`config.mk`:
```
export PLATFORM = sky130hd
export DESIGN_NAME = jpeg_frame_size_scan_flat
export DESIGN_NICKNAME = d
export VERILOG_FILES = /design/src/jfs_pkg.sv /design/src/jfs_if.sv /design/src/jfs_in_stage.sv /design/src/jfs_parser.sv /design/src/jpeg_frame_size_scan.sv /design/src/flat_wrapper.sv
export SDC_FILE = /design/constraint.sdc
export NUM_CORES = 1
export LEC_CHECK = 0
export ABC_AREA = 0
export BUFFER_PORTS_ARGS = -buffer_cell sky130_fd_sc_hd__buf_2
export CAP_MARGIN = 5
export CORE_MARGIN = 2
export CORE_UTILIZATION = 44
export CTS_CLUSTER_DIAMETER = 80
export DETAILED_ROUTE_END_ITERATION = 10
export GPL_ROUTABILITY_DRIVEN = 0
export SYNTH_ARGS = -nofsm -noshare
export SYNTH_HDL_FRONTEND = slang
export SYNTH_SLANG_ARGS = --single-unit
```
`constraint.sdc`:
```
create_clock -name clk -period 4.8 [get_ports clk]
set_input_delay 0.96 -clock clk [delete_from_list [all_inputs] [get_ports clk]]
set_output_delay 0.96 -clock clk [all_outputs]
set_load 0.02 [all_outputs]
```
`src/jfs_pkg.sv`:
```
// Package for the JPEG frame size scanner: parse phases, status codes,
// marker constants and the structs passed between the scanner modules.
// No dependencies.
`default_nettype none

package jfs_pkg;

    localparam logic [7:0] FILL_BYTE = 8'hFF;
    localparam logic [7:0] SOI_BYTE  = 8'hD8;
    localparam logic [7:0] SOF_FIRST = 8'hC0;
    localparam logic [7:0] SOF_LAST  = 8'hC2;

    // Offsets inside the SOF segment body, counted from the first length byte.
    localparam logic [15:0] SOF_HEIGHT_HI = 16'd3;
    localparam logic [15:0] SOF_HEIGHT_LO = 16'd4;
    localparam logic [15:0] SOF_WIDTH_HI  = 16'd5;
    localparam logic [15:0] SOF_WIDTH_LO  = 16'd6;

    localparam logic [15:0] LEN_SELF = 16'd2;

    typedef enum logic [3:0] {
        PH_SOI0  = 4'd0,
        PH_SOI1  = 4'd1,
        PH_PAIR0 = 4'd2,
        PH_PAIR1 = 4'd3,
        PH_FILL  = 4'd4,
        PH_SOF   = 4'd5,
        PH_LEN0  = 4'd6,
        PH_LEN1  = 4'd7,
        PH_SKIP  = 4'd8,
        PH_DONE  = 4'd9
    } phase_t;

    typedef enum logic [1:0] {
        ST_FOUND  = 2'd0,
        ST_NO_SOI = 2'd1,
        ST_NO_SOF = 2'd2
    } status_t;

    typedef struct packed {
        logic [7:0] data_byte;
        logic       end_of_file;
    } item_t;

    typedef struct packed {
        logic [15:0] image_width;
        logic [15:0] image_height;
        status_t     status;
    } result_t;

    // A frame marker starts the SOF body; any other marker is read as a length.
    function automatic phase_t marker_phase(input logic [7:0] marker);
        phase_t ph;
        if (marker >= SOF_FIRST && marker <= SOF_LAST) begin
            ph = PH_SOF;
        end
        else begin
            ph = PH_LEN0;
        end
        return ph;
    endfunction

endpackage

`default_nettype wire

```
`src/jfs_if.sv`:
```
// Stream interfaces of the JPEG frame size scanner: the byte channel in
// and the size result channel out. No dependencies.
`default_nettype none

interface jfs_byte_if;
    logic       valid;
    logic       ready;
    logic [7:0] data_byte;
    logic       end_of_file;

    modport source (output valid, output data_byte, output end_of_file, input ready);
    modport sink   (input valid, input data_byte, input end_of_file, output ready);
endinterface

interface jfs_size_if;
    logic        valid;
    logic        ready;
    logic [15:0] image_width;
    logic [15:0] image_height;
    logic [1:0]  status;

    modport source (output valid, output image_width, output image_height,
                    output status, input ready);
    modport sink   (input valid, input image_width, input image_height,
                    input status, output ready);
endinterface

`default_nettype wire

```
`src/jfs_in_stage.sv`:
```
// Input register of the JPEG frame size scanner: holds one byte request
// until the parser takes it. Depends on jfs_pkg.
`default_nettype none

module jfs_in_stage (
    input  wire logic          clk,
    input  wire logic          rst_n,
    input  wire logic          in_valid,
    output logic               in_ready,
    input  wire jfs_pkg::item_t in_item,
    input  wire logic          take,
    output logic               item_valid,
    output jfs_pkg::item_t     item
);
    import jfs_pkg::*;

    logic  vld_reg;
    logic  vld_next;
    item_t item_reg;

    assign in_ready   = !vld_reg || take;
    assign item_valid = vld_reg;
    assign item       = item_reg;

    always_comb
    begin
        vld_next = vld_reg;
        if (in_valid && in_ready) begin
            vld_next = 1'b1;
        end
        else if (take) begin
            vld_next = 1'b0;
        end
    end

    always_ff @(posedge clk or negedge rst_n)
    begin
        if (!rst_n) begin
            vld_reg <= 1'b0;
        end
        else begin
            vld_reg <= vld_next;
        end
    end

    always_ff @(posedge clk)
    begin
        if (in_valid && in_ready) begin
            item_reg <= in_item;
        end
    end

endmodule

`default_nettype wire

```
`src/jfs_parser.sv`:
```
// Marker parser of the JPEG frame size scanner: phase, counter and hold
// registers with the one-byte step logic. Depends on jfs_pkg.
`default_nettype none

module jfs_parser (
    input  wire logic           clk,
    input  wire logic           rst_n,
    input  wire logic           step,
    input  wire jfs_pkg::item_t item,
    output logic                res_valid,
    output jfs_pkg::result_t    res
);
    import jfs_pkg::*;

    phase_t      phase_reg;
    phase_t      phase_next;
    logic [15:0] cnt_reg;
    logic [15:0] cnt_next;
    logic [7:0]  hold_reg;
    logic [7:0]  hold_next;
    logic [15:0] height_reg;
    logic [15:0] height_next;
    logic [15:0] word;
    logic [15:0] cnt_dec;

    assign word    = {hold_reg, item.data_byte};
    assign cnt_dec = cnt_reg - 16'd1;

    always_comb
    begin
        phase_next  = phase_reg;
        cnt_next    = cnt_reg;
        hold_next   = hold_reg;
        height_next = height_reg;
        res_valid   = 1'b0;
        res         = '{image_width: 16'd0, image_height: 16'd0, status: ST_FOUND};

        if (step) begin
            unique case (phase_reg)
                PH_SOI0:
                begin
                    hold_next  = item.data_byte;
                    phase_next = PH_SOI1;
                end
                PH_SOI1:
                begin
                    if (hold_reg != FILL_BYTE || item.data_byte != SOI_BYTE) begin
                        res_valid  = 1'b1;
                        res.status = ST_NO_SOI;
                        phase_next = PH_DONE;
                    end
                    else begin
                        phase_next = PH_PAIR0;
                    end
                end
                PH_PAIR0:
                begin
                    hold_next  = item.data_byte;
                    phase_next = PH_PAIR1;
                end
                PH_PAIR1:
                begin
                    if (hold_reg != FILL_BYTE) begin
                        phase_next = PH_PAIR0;
                    end
                    else if (item.data_byte == FILL_BYTE) begin
                        phase_next = PH_FILL;
                    end
                    else begin
                        phase_next = marker_phase(item.data_byte);
                        cnt_next   = 16'd0;
                    end
                end
                PH_FILL:
                begin
                    if (item.data_byte != FILL_BYTE) begin
                        phase_next = marker_phase(item.data_byte);
                        cnt_next   = 16'd0;
                    end
                end
                PH_SOF:
                begin
                    if (cnt_reg == SOF_HEIGHT_HI || cnt_reg == SOF_WIDTH_HI) begin
                        hold_next = item.data_byte;
                    end
                    else if (cnt_reg == SOF_HEIGHT_LO) begin
                        height_next = word;
                    end
                    else if (cnt_reg == SOF_WIDTH_LO) begin
                        res_valid        = 1'b1;
                        res.image_width  = word;
                        res.image_height = height_reg;
                        res.status       = ST_FOUND;
                        phase_next       = PH_DONE;
                    end
                    cnt_next = cnt_reg + 16'd1;
                end
                PH_LEN0:
                begin
                    hold_next  = item.data_byte;
                    phase_next = PH_LEN1;
                end
                PH_LEN1:
                begin
                    // A length of two or less covers only itself.
                    if (word > LEN_SELF) begin
                        cnt_next   = word - LEN_SELF;
                        phase_next = PH_SKIP;
                    end
                    else begin
                        phase_next = PH_PAIR0;
                    end
                end
                PH_SKIP:
                begin
                    cnt_next = cnt_dec;
                    if (cnt_dec == 16'd0) begin
                        phase_next = PH_PAIR0;
                    end
                end
                default:
                begin
                    phase_next = phase_reg;
                end
            endcase

            // The last byte closes the file: report if nothing was reported yet.
            if (item.end_of_file) begin
                if (!res_valid && phase_next != PH_DONE) begin
                    res_valid        = 1'b1;
                    res.image_width  = 16'd0;
                    res.image_height = 16'd0;
                    res.status       = (phase_next == PH_SOI1) ? ST_NO_SOI : ST_NO_SOF;
                end
                phase_next  = PH_SOI0;
                cnt_next    = 16'd0;
                hold_next   = 8'd0;
                height_next = 16'd0;
            end
        end
    end

    always_ff @(posedge clk or negedge rst_n)
    begin
        if (!rst_n) begin
            phase_reg  <= PH_SOI0;
            cnt_reg    <= 16'd0;
            hold_reg   <= 8'd0;
            height_reg <= 16'd0;
        end
        else begin
            phase_reg  <= phase_next;
            cnt_reg    <= cnt_next;
            hold_reg   <= hold_next;
            height_reg <= height_next;
        end
    end

endmodule

`default_nettype wire

```
`src/jpeg_frame_size_scan.sv`:
```
// Top level of the JPEG frame size scanner: input register, parser and
// result register. Depends on jfs_pkg, jfs_if, jfs_in_stage, jfs_parser.
//
//   channel   direction   payload                              per request
//   bytes     in          data_byte, end_of_file               one file byte
//   sizes     out         image_width, image_height, status    one per file
//
// A byte is taken every cycle while the result side keeps up; a result
// is presented once the byte that decides it has passed the input register
// and the parser step and is held in the result register. The throughput is
// set by the combinational parser step between the two registers.
// Reset clears the parse phase and all valid flags; the next byte is taken
// as the first byte of a file.
// A result that is not taken holds the parser; the input register then
// keeps one byte and bytes.ready drops.
`default_nettype none

module jpeg_frame_size_scan (
    input  wire logic   clk,
    input  wire logic   rst_n,
    jfs_byte_if.sink    bytes,
    jfs_size_if.source  sizes
);
    import jfs_pkg::*;

    item_t   in_item;
    item_t   item;
    logic    item_valid;
    logic    step;
    logic    res_valid;
    result_t res;
    logic    out_vld_reg;
    result_t out_reg;

    assign in_item.data_byte   = bytes.data_byte;
    assign in_item.end_of_file = bytes.end_of_file;

    // The parser steps only when the result register can take its output.
    assign step = item_valid && (!out_vld_reg || sizes.ready);

    jfs_in_stage u_in_stage (
        .clk        (clk),
        .rst_n      (rst_n),
        .in_valid   (bytes.valid),
        .in_ready   (bytes.ready),
        .in_item    (in_item),
        .take       (step),
        .item_valid (item_valid),
        .item       (item)
    );

    jfs_parser u_parser (
        .clk       (clk),
        .rst_n     (rst_n),
        .step      (step),
        .item      (item),
        .res_valid (res_valid),
        .res       (res)
    );

    always_ff @(posedge clk or negedge rst_n)
    begin
        if (!rst_n) begin
            out_vld_reg <= 1'b0;
        end
        else if (step) begin
            out_vld_reg <= res_valid;
        end
        else if (sizes.ready) begin
            out_vld_reg <= 1'b0;
        end
    end

    always_ff @(posedge clk)
    begin
        if (step && res_valid) begin
            out_reg <= res;
        end
    end

    assign sizes.valid        = out_vld_reg;
    assign sizes.image_width  = out_reg.image_width;
    assign sizes.image_height = out_reg.image_height;
    assign sizes.status       = out_reg.status;

endmodule

`default_nettype wire

```
`src/flat_wrapper.sv`:
```
// flat-port wrapper written by rule: the top's interface ports become plain ports
module jpeg_frame_size_scan_flat import jfs_pkg::*;
  (clk, rst_n, bytes_valid, bytes_data_byte, bytes_end_of_file, bytes_ready, sizes_valid, sizes_image_width, sizes_image_height, sizes_status, sizes_ready);
  jfs_byte_if bytes_i ();
  jfs_size_if sizes_i ();
  input  wire logic clk;
  input  wire logic rst_n;
  input wire logic [$bits(bytes_i.valid)-1:0] bytes_valid;
  input wire logic [$bits(bytes_i.data_byte)-1:0] bytes_data_byte;
  input wire logic [$bits(bytes_i.end_of_file)-1:0] bytes_end_of_file;
  output wire logic [$bits(bytes_i.ready)-1:0] bytes_ready;
  output wire logic [$bits(sizes_i.valid)-1:0] sizes_valid;
  output wire logic [$bits(sizes_i.image_width)-1:0] sizes_image_width;
  output wire logic [$bits(sizes_i.image_height)-1:0] sizes_image_height;
  output wire logic [$bits(sizes_i.status)-1:0] sizes_status;
  input wire logic [$bits(sizes_i.ready)-1:0] sizes_ready;
  assign bytes_i.valid = bytes_valid;
  assign bytes_i.data_byte = bytes_data_byte;
  assign bytes_i.end_of_file = bytes_end_of_file;
  assign bytes_ready = bytes_i.ready;
  assign sizes_valid = sizes_i.valid;
  assign sizes_image_width = sizes_i.image_width;
  assign sizes_image_height = sizes_i.image_height;
  assign sizes_status = sizes_i.status;
  assign sizes_i.ready = sizes_ready;
  jpeg_frame_size_scan u_core (.clk(clk), .rst_n(rst_n), .bytes(bytes_i), .sizes(sizes_i));
endmodule
```
# After elaboration in Yosys (flattened, before gate mapping)
# Cells that the tools add are included.
[totals]
word_cells = 113
ff_bits = 89
out_inout_bits = 36
inputBits = 13
[op_classes]
n_reduce_logical = 24
magnitude_cmp = 3
n_eq_ne = 24
n_mux = 48
add_sub_neg = 3
[op_table]
columns = ["operator", "n"]
rows = [
  ["2-to-1 mux 34 bit", 5],
  ["2-to-1 mux 16 bit", 9],
  ["one-hot mux 16 bit (5 select lines)", 1],
  ["equality test 16 x 3 -> 1 bit (second input constant)", 3],
  ["2-to-1 mux 4 bit", 9],
  ["one-hot mux 4 bit (9 select lines)", 1],
  ["2-to-1 mux 32 bit", 1],
  ["!= test 8 bit (second input constant)", 3],
  ["adder 16 x 1 -> 16 bit (second input constant)", 1],
  ["equality test 16 x 2 -> 1 bit (second input constant)", 1],
  ["equality test 4 x 3 -> 1 bit (second input constant)", 4],
  ["greater-than comparator 16 x 2 -> 1 bit (second input constant)", 1],
  ["zero test 16 bit", 1],
  ["2-to-1 mux 8 bit", 2],
  ["one-hot mux 8 bit (2 select lines)", 1],
  ["subtractor 16 x 1 -> 16 bit (second input constant)", 1],
  ["subtractor 16 x 2 -> 16 bit (second input constant)", 1],
  ["!= test 3 x 2 -> 1 bit (second input constant)", 5],
  ["2-to-1 mux 1 bit", 13],
  ["equality test 4 x 1 -> 1 bit (second input constant)", 2],
  ["equality test 4 x 2 -> 1 bit (second input constant)", 2],
  ["equality test 8 bit (second input constant)", 1],
  [">= comparator 8 bit (second input constant)", 1],
  ["<= comparator 8 bit (second input constant)", 1],
  ["18 further kinds", 32],
]

# Longest topological paths before layout
# Gate-level depths: netlist of the first run.
[logic_depth]
ltp_word = 13
ltp_mapped = 11

# Cells and area by module
# A second synthesis of the first run with hierarchy kept.
[hier_totals]
cells_unflattened = 519
hier_area_um2 = 5238.8
[by_module_without_submodules]
columns = ["mod", "seq_area_each_um2", "cells_per_inst", "area_per_inst_um2", "instances"]
rows = [
  ["jfs_parser", 1101.1, 466, 3824.9, 1],
  ["jpeg_frame_size_scan", 1046.0, 40, 1089.8, 1],
  ["jfs_in_stage", 295.3, 13, 324.1, 1],
]

# Worst setup path after synthesis of the first run
# OpenSTA, ideal clock, no wires.
[synth_timing]
kind = "reg-to-reg"
from = "register u_core.u_parser.cnt_reg[0]"
to = "register u_core.out_reg (netlist bit u_core.sizes.image_height[0]), enable pin"
path_stages_with_launch = 12
arrival_ns = 4.092
setup_ns = 0.425
path_slack_ns = 0.283
path_buffers = 2
path_cell_list = "dfrtp_1 > clkbuf_1 > inv_1 > ha_1 > buf_4 > or3b_1 > or3_1 > a21boi_1 > o211ai_1 > or4_4 > and3_4 > nor2_1"
[synth_between]
elab_chain_cells = 12
[synth_rtl]
columns = ["item", "line_no", "text"]
rows = [
  ["from (decl)", "jfs_parser.sv:17", "logic [15:0] cnt_reg;"],
  ["from (signal assigned)", "jfs_parser.sv:153", "cnt_reg <= cnt_next;"],
  ["branches (longest 9 deep; another with subtractor 16 x 1 -> 16 bit)", "--", ""],
  ["2-to-1 mux 1 bit (*)", "jfs_parser.sv:128", "if (item.end_of_file) begin"],
  ["2-to-1 mux 1 bit (*)", "jfs_parser.sv:38", "if (step) begin"],
  ["logical AND 1 bit (*)", "jpeg_frame_size_scan.sv:76", "if (step && res_valid) begin"],
  ["to (signal assigned)", "jpeg_frame_size_scan.sv:77", "out_reg <= res;"],
  ["to (decl)", "jpeg_frame_size_scan.sv:33", "result_t out_reg;"],
]
# Every way passes the cells marked *. The select of a mux whose other input is x is not followed.
# A chain may end at the register's enable or synchronous reset.

# Final worst setup path of the first run
[layout_timing]
from = "register u_core.u_parser.cnt_reg[0]"
to = "register u_core.out_reg (netlist bit u_core.sizes.image_height[8]), enable pin"
# Same word-level chain as after synthesis.

==> impl_metrics.env, run 1 <==
export IMPL_min_path_type="reg2reg"
export IMPL_post_place_cells=680
export IMPL_clk_pin_slew_ns=0.08
export IMPL_rsz0062_at_grt="false"
export IMPL_hpwl_microns=9352
export IMPL_worst_pin_slew_ns=1.071
export IMPL_fmax_ghz=0.2582
export IMPL_pwr_share_clk_pct=25.2
export IMPL_hold_buffers=0
export IMPL_hold_viol=0
export IMPL_layout_drive_gt1_share_pct=15.01
export IMPL_grt_pass1_vias=4008
export IMPL_htreeDepth=3
export IMPL_io_buffers=48
export IMPL_grt_ovfl_total=0
export IMPL_antenna_left=0
export IMPL_cp_slowest_stage_delay_ns=0.59
export IMPL_cellPowerDensity_nw_per_um2=489.1
export IMPL_cp_buffers_inverters=2
export IMPL_p_sw_mw=1.113
export IMPL_initial_core_util_pct=44.55
export IMPL_drv_cap=0
export IMPL_peakVddDrop_mv=0.2342
export IMPL_swShare_pct=40.12
export IMPL_cts_tree="done"
export IMPL_layout_setup_ws_ns=0.9276
export IMPL_pin_count=49
export IMPL_dominantRegCellSynth="dfrtp_1"
export IMPL_ys_types=70
export IMPL_place_ws_ns=0.9914
export IMPL_start_kind="flip-flop"
export IMPL_power_share_combinational_pct=34.3
export IMPL_die_area_sq_um=12340
export IMPL_p_leak_nw=2.309
export IMPL_tns_ns=0
export IMPL_routedWlPerCell_microns=19.15
export IMPL_crit_fanout=34
export IMPL_seq_power_share_pct=40.4
export IMPL_status="finished, final reports clean"
export IMPL_end_kind="flip-flop"
export IMPL_antenna_found_initial=0
export IMPL_synth_edf_count=43
export IMPL_finalNonFillerCells=696
export IMPL_coreArea_sq_um=11320
export IMPL_cts_resized=0
export IMPL_drv_slew=0
export IMPL_num_fill_cells=1060
export IMPL_syn_inst=517
export IMPL_final_area_sq_um=5670
export IMPL_yosysSeqAreaShare_pct=48.42
export IMPL_grt_pass1_wl_microns=21270
export IMPL_multi_input_area_sq_um=2394
export IMPL_critPathRequiredTime_ns=4.79
export IMPL_skew_ns=0.01570
export IMPL_holdWs_ns=0.4966
export IMPL_post_cts_buffers=0
export IMPL_clock_path_buffers=2
export IMPL_slew_headroom_pct=28.63
export IMPL_nNetsFinal=569
export IMPL_ff_latch_area_sq_um=2442
export IMPL_routed_wl_microns=13330
export IMPL_final_cell_mix="buf_2, dfrtp_1, nor2_1"
export IMPL_syn2layout_area_growth_pct=12.43
export IMPL_cp_data_arrival_time_ns=3.87
export IMPL_cts_root_buf="clkbuf_16"
export IMPL_netlist_area_sq_um=5044
export IMPL_first_pass_iters=5
export IMPL_fin_crit_sh_pct=80.68
export IMPL_die_width_microns=111.1
export IMPL_die_height_microns=111.1
export IMPL_intPower_mw=1.661
export IMPL_final_common_cell="buf_2"
export IMPL_synth_seq_cells=89
export IMPL_antennaDiodeCount=0
export IMPL_async_reset_ff_share_pct=51.69
export IMPL_setup_violations=0
export IMPL_clk_latency_ns=0.35
export IMPL_rows=39
export IMPL_syn_area_per_cell_sq_um=9.755
export IMPL_placed_area_sq_um=5375
export IMPL_grt_use_total_pct=21.74
export IMPL_yosysWarnings=0
export IMPL_period_minus_slack_ns=3.872
export IMPL_crit_slowest_cell="nor3b_1"
export IMPL_cts_sinks=89
export IMPL_cts_buffers=9
export IMPL_path_class="reg2reg"
export IMPL_grt_max_degree=47
export IMPL_drc_errors=0
export IMPL_path_cells="inv_1 > ha_1 > nor3b_1 > nand3_1 > xor2_1 > o211ai_1 > or4_4 > and3_4 > nor2_2 > buf_4"
export IMPL_critPathTopFamily="simple AND/OR/NAND/NOR gates"
export IMPL_vias=4259
export IMPL_viasPerCell=6.119
export IMPL_dr_first_iter_drc_count=449
export IMPL_syn_nets=538
-- final cells by class --
type                            count  area share [%]
Sequential cell                    89           43.07
Multi-Input combinational cell    376           42.21
Timing Repair Buffer               56           5.296
Clock buffer                        9           3.972
Tap cell                          143           3.155
Clock inverter                      7           1.236
Inverter                           16           1.059
-- power groups by stage --
stage                     clock, mW  sequential (mW)  combinational, mW
after floorplan                   0             1.13              0.668
after global placement            0             1.13              0.932
after detailed placement          0             1.13              0.939
after CTS                     0.709             1.12              0.944
after global routing          0.749             1.14               1.04
final                         0.699             1.12              0.952
-- cells in the mapped netlist, types with 3 or more instances --
master	number	share of area, %
dfrtp_1	46	23
nor2_1	45	3.3
edfxtp_1	43	26
o21ai_0	39	3.9
and2_1	32	4.0
clkbuf_1	31	2.3
nand2_1	26	1.9
a21oi_1	20	2.0
nand3_1	18	1.8
nor3_1	17	1.7
a22o_1	16	2.8
inv_1	16	1.2
nand4_1	10	1.2
o22ai_1	9	1.1
xnor2_1	9	1.6
and4_1	8	1.4
ha_1	8	2.0
a21o_1	7	1.0
a31oi_1	7	0.87
nor4_1	7	0.87
o211ai_1	7	1.0
or3_1	7	0.87
and3_1	6	0.74
xor2_1	6	1.0
a221oi_1	5	0.87
nand2b_1	5	0.62
nor2b_1	4	0.50
or4_1	4	0.60
a21boi_0	3	0.45
nor3b_1	3	0.45
-- per-stage QoR --
stage | total power [mW] | util (%)
floorplan | 1.794 | -
finish | 2.773 | 50.09
global route | 2.934 | 50.09
detailed placement | 2.074 | 47.48
global placement | 2.064 | 47.48
CTS | 2.772 | 50.09
-- per-layer routing --
layer,up-vias,GRT usage (%),part of all wire (%)
met5,-,0,0
met4,0,10.45,1.9
met3,21,3.445,5.8
met2,166,33.70,47
met1,2065,30.02,45
li1,2007,-,-
-- worst paths after layout --
path	slack, ns	cells past startpoint	endpoint	startpoint
setup / recovery	0.93	10	u_core.sizes.image_height[8]	u_core.u_parser.cnt_reg[0]
hold / removal	0.50	1	u_core.u_parser.height_reg[6]	u_core.u_parser.height_reg[6]
setup reg to reg	0.93	10	u_core.sizes.image_height[8]	u_core.u_parser.cnt_reg[0]
hold reg to reg	0.50	1	u_core.u_parser.height_reg[6]	u_core.u_parser.height_reg[6]
max in group asynchronous	3.34	1	u_core.u_parser.cnt_reg[12]	rst_n
min in group asynchronous	0.79	1	u_core.u_in_stage.item_valid	rst_n
-- logic make-up (layout without fill, tap and decap cells) --
kind of cell	Yosys count	count (layout)	synth area share, %
AND/OR/NAND/NOR	206	206	22.58
AO/OA/AOI/OAI	145	145	19.82
flip-flops	89	89	48.42
buffers and inverters	52	88	4.168
XOR/XNOR	15	15	2.605
adder cells (fa/ha/maj)	8	8	1.985
multiplexers	2	2	0.4217
-- worst register-to-register path, delay by kind of cell, from the launching register on --
kind	cells	cell delay [ns]
compound gates	1	0.13
flops	1	0.52
simple gates	5	1.75
buf+inv	2	0.55
fa+ha+maj	1	0.36
xor+xnor	1	0.20
No activity file was read; power rests on OpenSTA's default activity.
==> run 2: changes to the inputs <==
- clock period: 4.8 -> 3.6 ns (I/O delays scaled with it)
==> impl_metrics.env, run 2 (same netlist as run 1, synthesis figures left out) <==
export IMPL_cts_buffers=9
export IMPL_path_class="reg2reg"
export IMPL_ff_latch_area_sq_um=2442
export IMPL_cts_tree="done"
export IMPL_fin_crit_sh_pct=92.64
export IMPL_die_height_microns=111.1
export IMPL_crit_fanout=34
export IMPL_hpwl_microns=9766
export IMPL_power_share_combinational_pct=36.3
export IMPL_multi_input_area_sq_um=2399
export IMPL_io_buffers=48
export IMPL_dr_first_iter_drc_count=395
export IMPL_routed_wl_microns=13950
export IMPL_swShare_pct=39.93
export IMPL_clk_pin_slew_ns=0.07
export IMPL_cts_sinks=89
export IMPL_antenna_found_initial=0
export IMPL_skew_ns=0.009486
export IMPL_grt_pass1_wl_microns=22410
export IMPL_pin_count=49
export IMPL_rsz0062_at_grt="false"
export IMPL_critPathRequiredTime_ns=3.64
export IMPL_routedWlPerCell_microns=19.45
export IMPL_antenna_left=0
export IMPL_peakVddDrop_mv=0.2485
export IMPL_pwr_share_clk_pct=24.9
export IMPL_start_kind="flip-flop"
export IMPL_grt_max_degree=47
export IMPL_cp_data_arrival_time_ns=3.38
export IMPL_die_area_sq_um=12340
export IMPL_nNetsFinal=590
export IMPL_rows=39
export IMPL_end_kind="flip-flop"
export IMPL_grt_ovfl_total=0
export IMPL_antennaDiodeCount=0
export IMPL_initial_core_util_pct=44.55
export IMPL_final_area_sq_um=5849
export IMPL_r2r_slack_ns=0.26
export IMPL_status="finished, final reports clean"
export IMPL_slew_headroom_pct=27.25
export IMPL_final_cell_mix="buf_2, dfrtp_1, nor2_1"
export IMPL_num_fill_cells=1054
export IMPL_min_path_type="reg2reg"
export IMPL_hold_path_depth=1
export IMPL_period_minus_slack_ns=3.335
export IMPL_syn2layout_area_growth_pct=15.98
export IMPL_setup_violations=0
export IMPL_vias=4392
export IMPL_drv_slew=0
export IMPL_grt_pass1_vias=4168
export IMPL_intPower_mw=2.276
export IMPL_htreeDepth=3
export IMPL_min_to="u_core.u_parser.height_reg[12]"
export IMPL_layout_drive_gt1_share_pct=18.12
export IMPL_worstReg2RegEnd="u_core.sizes.image_width[9]"
export IMPL_final_common_cell="buf_2"
export IMPL_clock_path_buffers=2
export IMPL_coreArea_sq_um=11320
export IMPL_p_leak_nw=2.421
export IMPL_hold_viol=0
export IMPL_seq_power_share_pct=38.8
export IMPL_tns_ns=0
export IMPL_worst_pin_slew_ns=1.091
export IMPL_p_sw_mw=1.513
export IMPL_viasPerCell=6.126
export IMPL_die_width_microns=111.1
export IMPL_drv_cap=0
export IMPL_clk_latency_ns=0.35
export IMPL_grt_use_total_pct=22.86
export IMPL_hold_buffers=0
export IMPL_placed_area_sq_um=5550
export IMPL_rr_worst_depth=10
export IMPL_cellPowerDensity_nw_per_um2=647.8
export IMPL_cts_resized=0
export IMPL_post_cts_buffers=0
export IMPL_hold_start="u_core.u_parser.height_reg[12]"
export IMPL_cts_root_buf="clkbuf_16"
export IMPL_first_pass_iters=5
export IMPL_crit_reg2reg_launch="u_core.u_parser.cnt_reg[1]"
export IMPL_final_util_pct=51.67
export IMPL_drc_errors=0
export IMPL_fmax_ghz=0.2998
-- run 2: cell count changes in the layout (fill, tap and decap cells not counted), sizes merged --
cell and change:
clkinvlp -1, clkinv +1, buf +21
-- run 2: layer usage --
metal / wire (microns) / track usage, %
met3: 897 / 3.827
met4: 255 / 7.078
met2: 6808 / 37.63
met1: 5986 / 31.22
met5: 0 / 0
-- run 2: area by class of cell --
class	instances	share of cell area, %
repair buffers	77	8.043
clock buffers	9	3.850
well taps	143	3.059
inverters	16	1.027
flip-flops and latches	89	41.75
clock inverters	7	1.262
multi-input cells	376	41.01
-- run 2: power groups by stage --
stage	Sequential [mW]	Clock, mW	Combinational (mW)
global placement	1.48	0	1.34
finish	1.47	0.944	1.37
detailed placement	1.49	0	1.35
global route	1.50	1.01	1.49
floorplan	1.50	0	0.898
CTS	1.47	0.962	1.37
-- run 2: per-stage QoR --
stage          std cells  hold slack, ns  worst slack (ns)  power, mW
2_1_floorplan        517          0.4244           0.01885      2.394
3_3_place_gp         701          0.4794            0.3744      2.825
3_5_place_dp         701          0.4831            0.2896      2.839
4_1_cts              717          0.5031            0.2718      3.793
5_1_grt              717          0.5116           0.07127      4.001
6_report             717          0.4958            0.2648      3.789
-- run 2: critical path: stages (launching register included) --
cell and delay (ns):
dfrtp_1 0.38, inv_1 0.11, ha_1 0.36, or3b_1 0.43, or3_1 0.32, a21boi_1 0.15, o211ai_1 0.13, or4_4 0.57
and3_4 0.23, nor2_4 0.12, buf_12 0.21
-- run 2: worst max path at each step --
stage / start / endpoint
4_1_cts: u_core.u_parser.cnt_reg[1] / u_core.sizes.image_width[13]
3_3_place_gp: u_core.u_parser.cnt_reg[1] / u_core.sizes.image_height[2]
2_1_floorplan: u_core.u_parser.cnt_reg[0] / u_core.sizes.image_height[0]
5_1_grt: u_core.u_parser.cnt_reg[1] / u_core.sizes.image_width[9]
6_report: u_core.u_parser.cnt_reg[1] / u_core.sizes.image_width[9]
3_5_place_dp: u_core.u_parser.cnt_reg[1] / u_core.sizes.image_width[3]
==> run 3: changes to the inputs <==
- CTS_BUF_LIST: default -> sky130_fd_sc_hd__clkbuf_8
==> impl_metrics.env, run 3 (same netlist as run 1, synthesis figures left out) <==
export IMPL_htreeDepth=3
export IMPL_antenna_found_initial=0
export IMPL_final_common_cell="buf_2"
export IMPL_antenna_left=0
export IMPL_use_met2_pct=37.59
export IMPL_cts_sinks=89
export IMPL_nNetsFinal=590
export IMPL_path_class="reg2reg"
export IMPL_worst_pin_slew_ns=1.067
export IMPL_drv_cap=0
export IMPL_clk_latency_ns=0.38
export IMPL_setup_violations=0
export IMPL_post_place_cells=701
export IMPL_tns_ns=0
export IMPL_clock_path_buffers=2
export IMPL_rows=39
export IMPL_hold_buffers=0
export IMPL_initial_core_util_pct=44.55
export IMPL_grt_ovfl_total=0
export IMPL_crit_fanout=34
export IMPL_path_cells="inv_1 > ha_1 > or3b_1 > or3_1 > a21boi_1 > o211ai_1 > or4_4 > and3_4 > nor2_4 > buf_12"
export IMPL_die_area_sq_um=12340
export IMPL_cts_root_buf="clkbuf_8"
export IMPL_cts_tree="done"
export IMPL_rr_worst_depth=10
export IMPL_cellPowerDensity_nw_per_um2=617.4
export IMPL_crit_slowest_cell="or4_4"
export IMPL_grt_max_degree=47
export IMPL_first_pass_iters=5
export IMPL_hpwl_microns=9766
export IMPL_die_height_microns=111.1
export IMPL_fin_crit_sh_pct=92.59
export IMPL_worstReg2RegEnd="u_core.sizes.image_width[8]"
export IMPL_final_cell_mix="buf_2, dfrtp_1, nor2_1"
export IMPL_layout_drive_gt1_share_pct=18.12
export IMPL_skew_ns=0.01138
export IMPL_grt_busiest_layer="met2"
export IMPL_grt_pass1_wl_microns=22340
export IMPL_fmax_ghz=0.3000
export IMPL_p_leak_nw=2.375
export IMPL_drv_slew=0
export IMPL_antennaDiodeCount=0
export IMPL_post_cts_buffers=0
export IMPL_end_kind="flip-flop"
export IMPL_cts_buffers=9
export IMPL_clk_pin_slew_ns=0.10
export IMPL_drc_errors=0
export IMPL_start_kind="flip-flop"
export IMPL_viasPerCell=6.079
export IMPL_pin_count=49
export IMPL_status="finished, final reports clean"
export IMPL_use_met1_pct=31.14
export IMPL_period_minus_slack_ns=3.333
export IMPL_critPathTopFamily="simple AND/OR/NAND/NOR gates"
export IMPL_dr_first_iter_drc_count=392
export IMPL_cp_data_arrival_time_ns=3.41
export IMPL_routed_wl_microns=13910
export IMPL_hold_start="u_core.u_parser.height_reg[12]"
export IMPL_routedWlPerCell_microns=19.39
export IMPL_p_total_mw=3.549
export IMPL_holdWs_ns=0.5021
export IMPL_cts_resized=0
export IMPL_vias=4359
export IMPL_grt_pass1_vias=4149
export IMPL_die_width_microns=111.1
export IMPL_finalNonFillerCells=717
export IMPL_coreArea_sq_um=11320
export IMPL_critPathRequiredTime_ns=3.68
export IMPL_hold_viol=0
export IMPL_min_path_type="reg2reg"
export IMPL_slew_headroom_pct=28.89
export IMPL_crit_reg2reg_launch="u_core.u_parser.cnt_reg[1]"
export IMPL_r2r_slack_ns=0.27
export IMPL_cp_slowest_stage_delay_ns=0.56
export IMPL_hold_path_depth=1
export IMPL_syn2layout_area_growth_pct=13.97
export IMPL_cp_buffers_inverters=2
export IMPL_io_buffers=48
export IMPL_peakVddDrop_mv=0.2640
export IMPL_rsz0062_at_grt="false"
export IMPL_min_to="u_core.u_parser.height_reg[12]"
export IMPL_met3_usage_pct=3.499
export IMPL_grt_use_total_pct=22.79
run 3: per-stage QoR:
step,instance area (sq um),setup slack (ns),utilization [%]
2_1_floorplan,5051,0.01885,-
3_3_place_gp,5550,0.3744,49.03
3_5_place_dp,5550,0.2896,49.03
4_1_cts,5748,0.2640,50.77
5_1_grt,5748,0.06597,50.77
6_report,5748,0.2669,50.77
run 3: worst max path at each step:
stage / cells past startpoint / slack, ns / start / end
4_1_cts: 10 / 0.26 / u_core.u_parser.cnt_reg[1] / u_core.sizes.image_width[13]
5_1_grt: 10 / 0.07 / u_core.u_parser.cnt_reg[1] / u_core.sizes.image_width[9]
3_3_place_gp: 10 / 0.37 / u_core.u_parser.cnt_reg[1] / u_core.sizes.image_height[2]
6_report: 10 / 0.27 / u_core.u_parser.cnt_reg[1] / u_core.sizes.image_width[8]
2_1_floorplan: 11 / 0.02 / u_core.u_parser.cnt_reg[0] / u_core.sizes.image_height[0]
3_5_place_dp: 10 / 0.29 / u_core.u_parser.cnt_reg[1] / u_core.sizes.image_width[3]
run 3: layout make-up:
cell class	instances	area (sq um)
clock inverters	7	73.82
well taps	143	178.9
multi-input cells	376	2399
clock buffers	9	123.9
fillers	1066	5573
repair buffers	77	470.5
flip-flops and latches	89	2442
inverters	16	60.06
run 3: power breakdown:
group          switching [mW]  internal [mW]  total (mW)
logic                   0.858          0.516        1.37
clock network           0.431          0.274       0.705
registers               0.202           1.27        1.47
run 3: routing by layer:
metal	vias to the layer above	routed length, microns
li1	2043	-
met1	2115	6050
met2	173	6734
met3	28	823
met4	0	297
met5	-	0
run 3: worst register-to-register path: cells and delay by family, from the launching register on:
family | cells | cell delay [ns]
compound gates | 2 | 0.28
fa+ha+maj | 1 | 0.36
buf+inv | 2 | 0.32
flops | 1 | 0.39
simple gates | 5 | 1.66
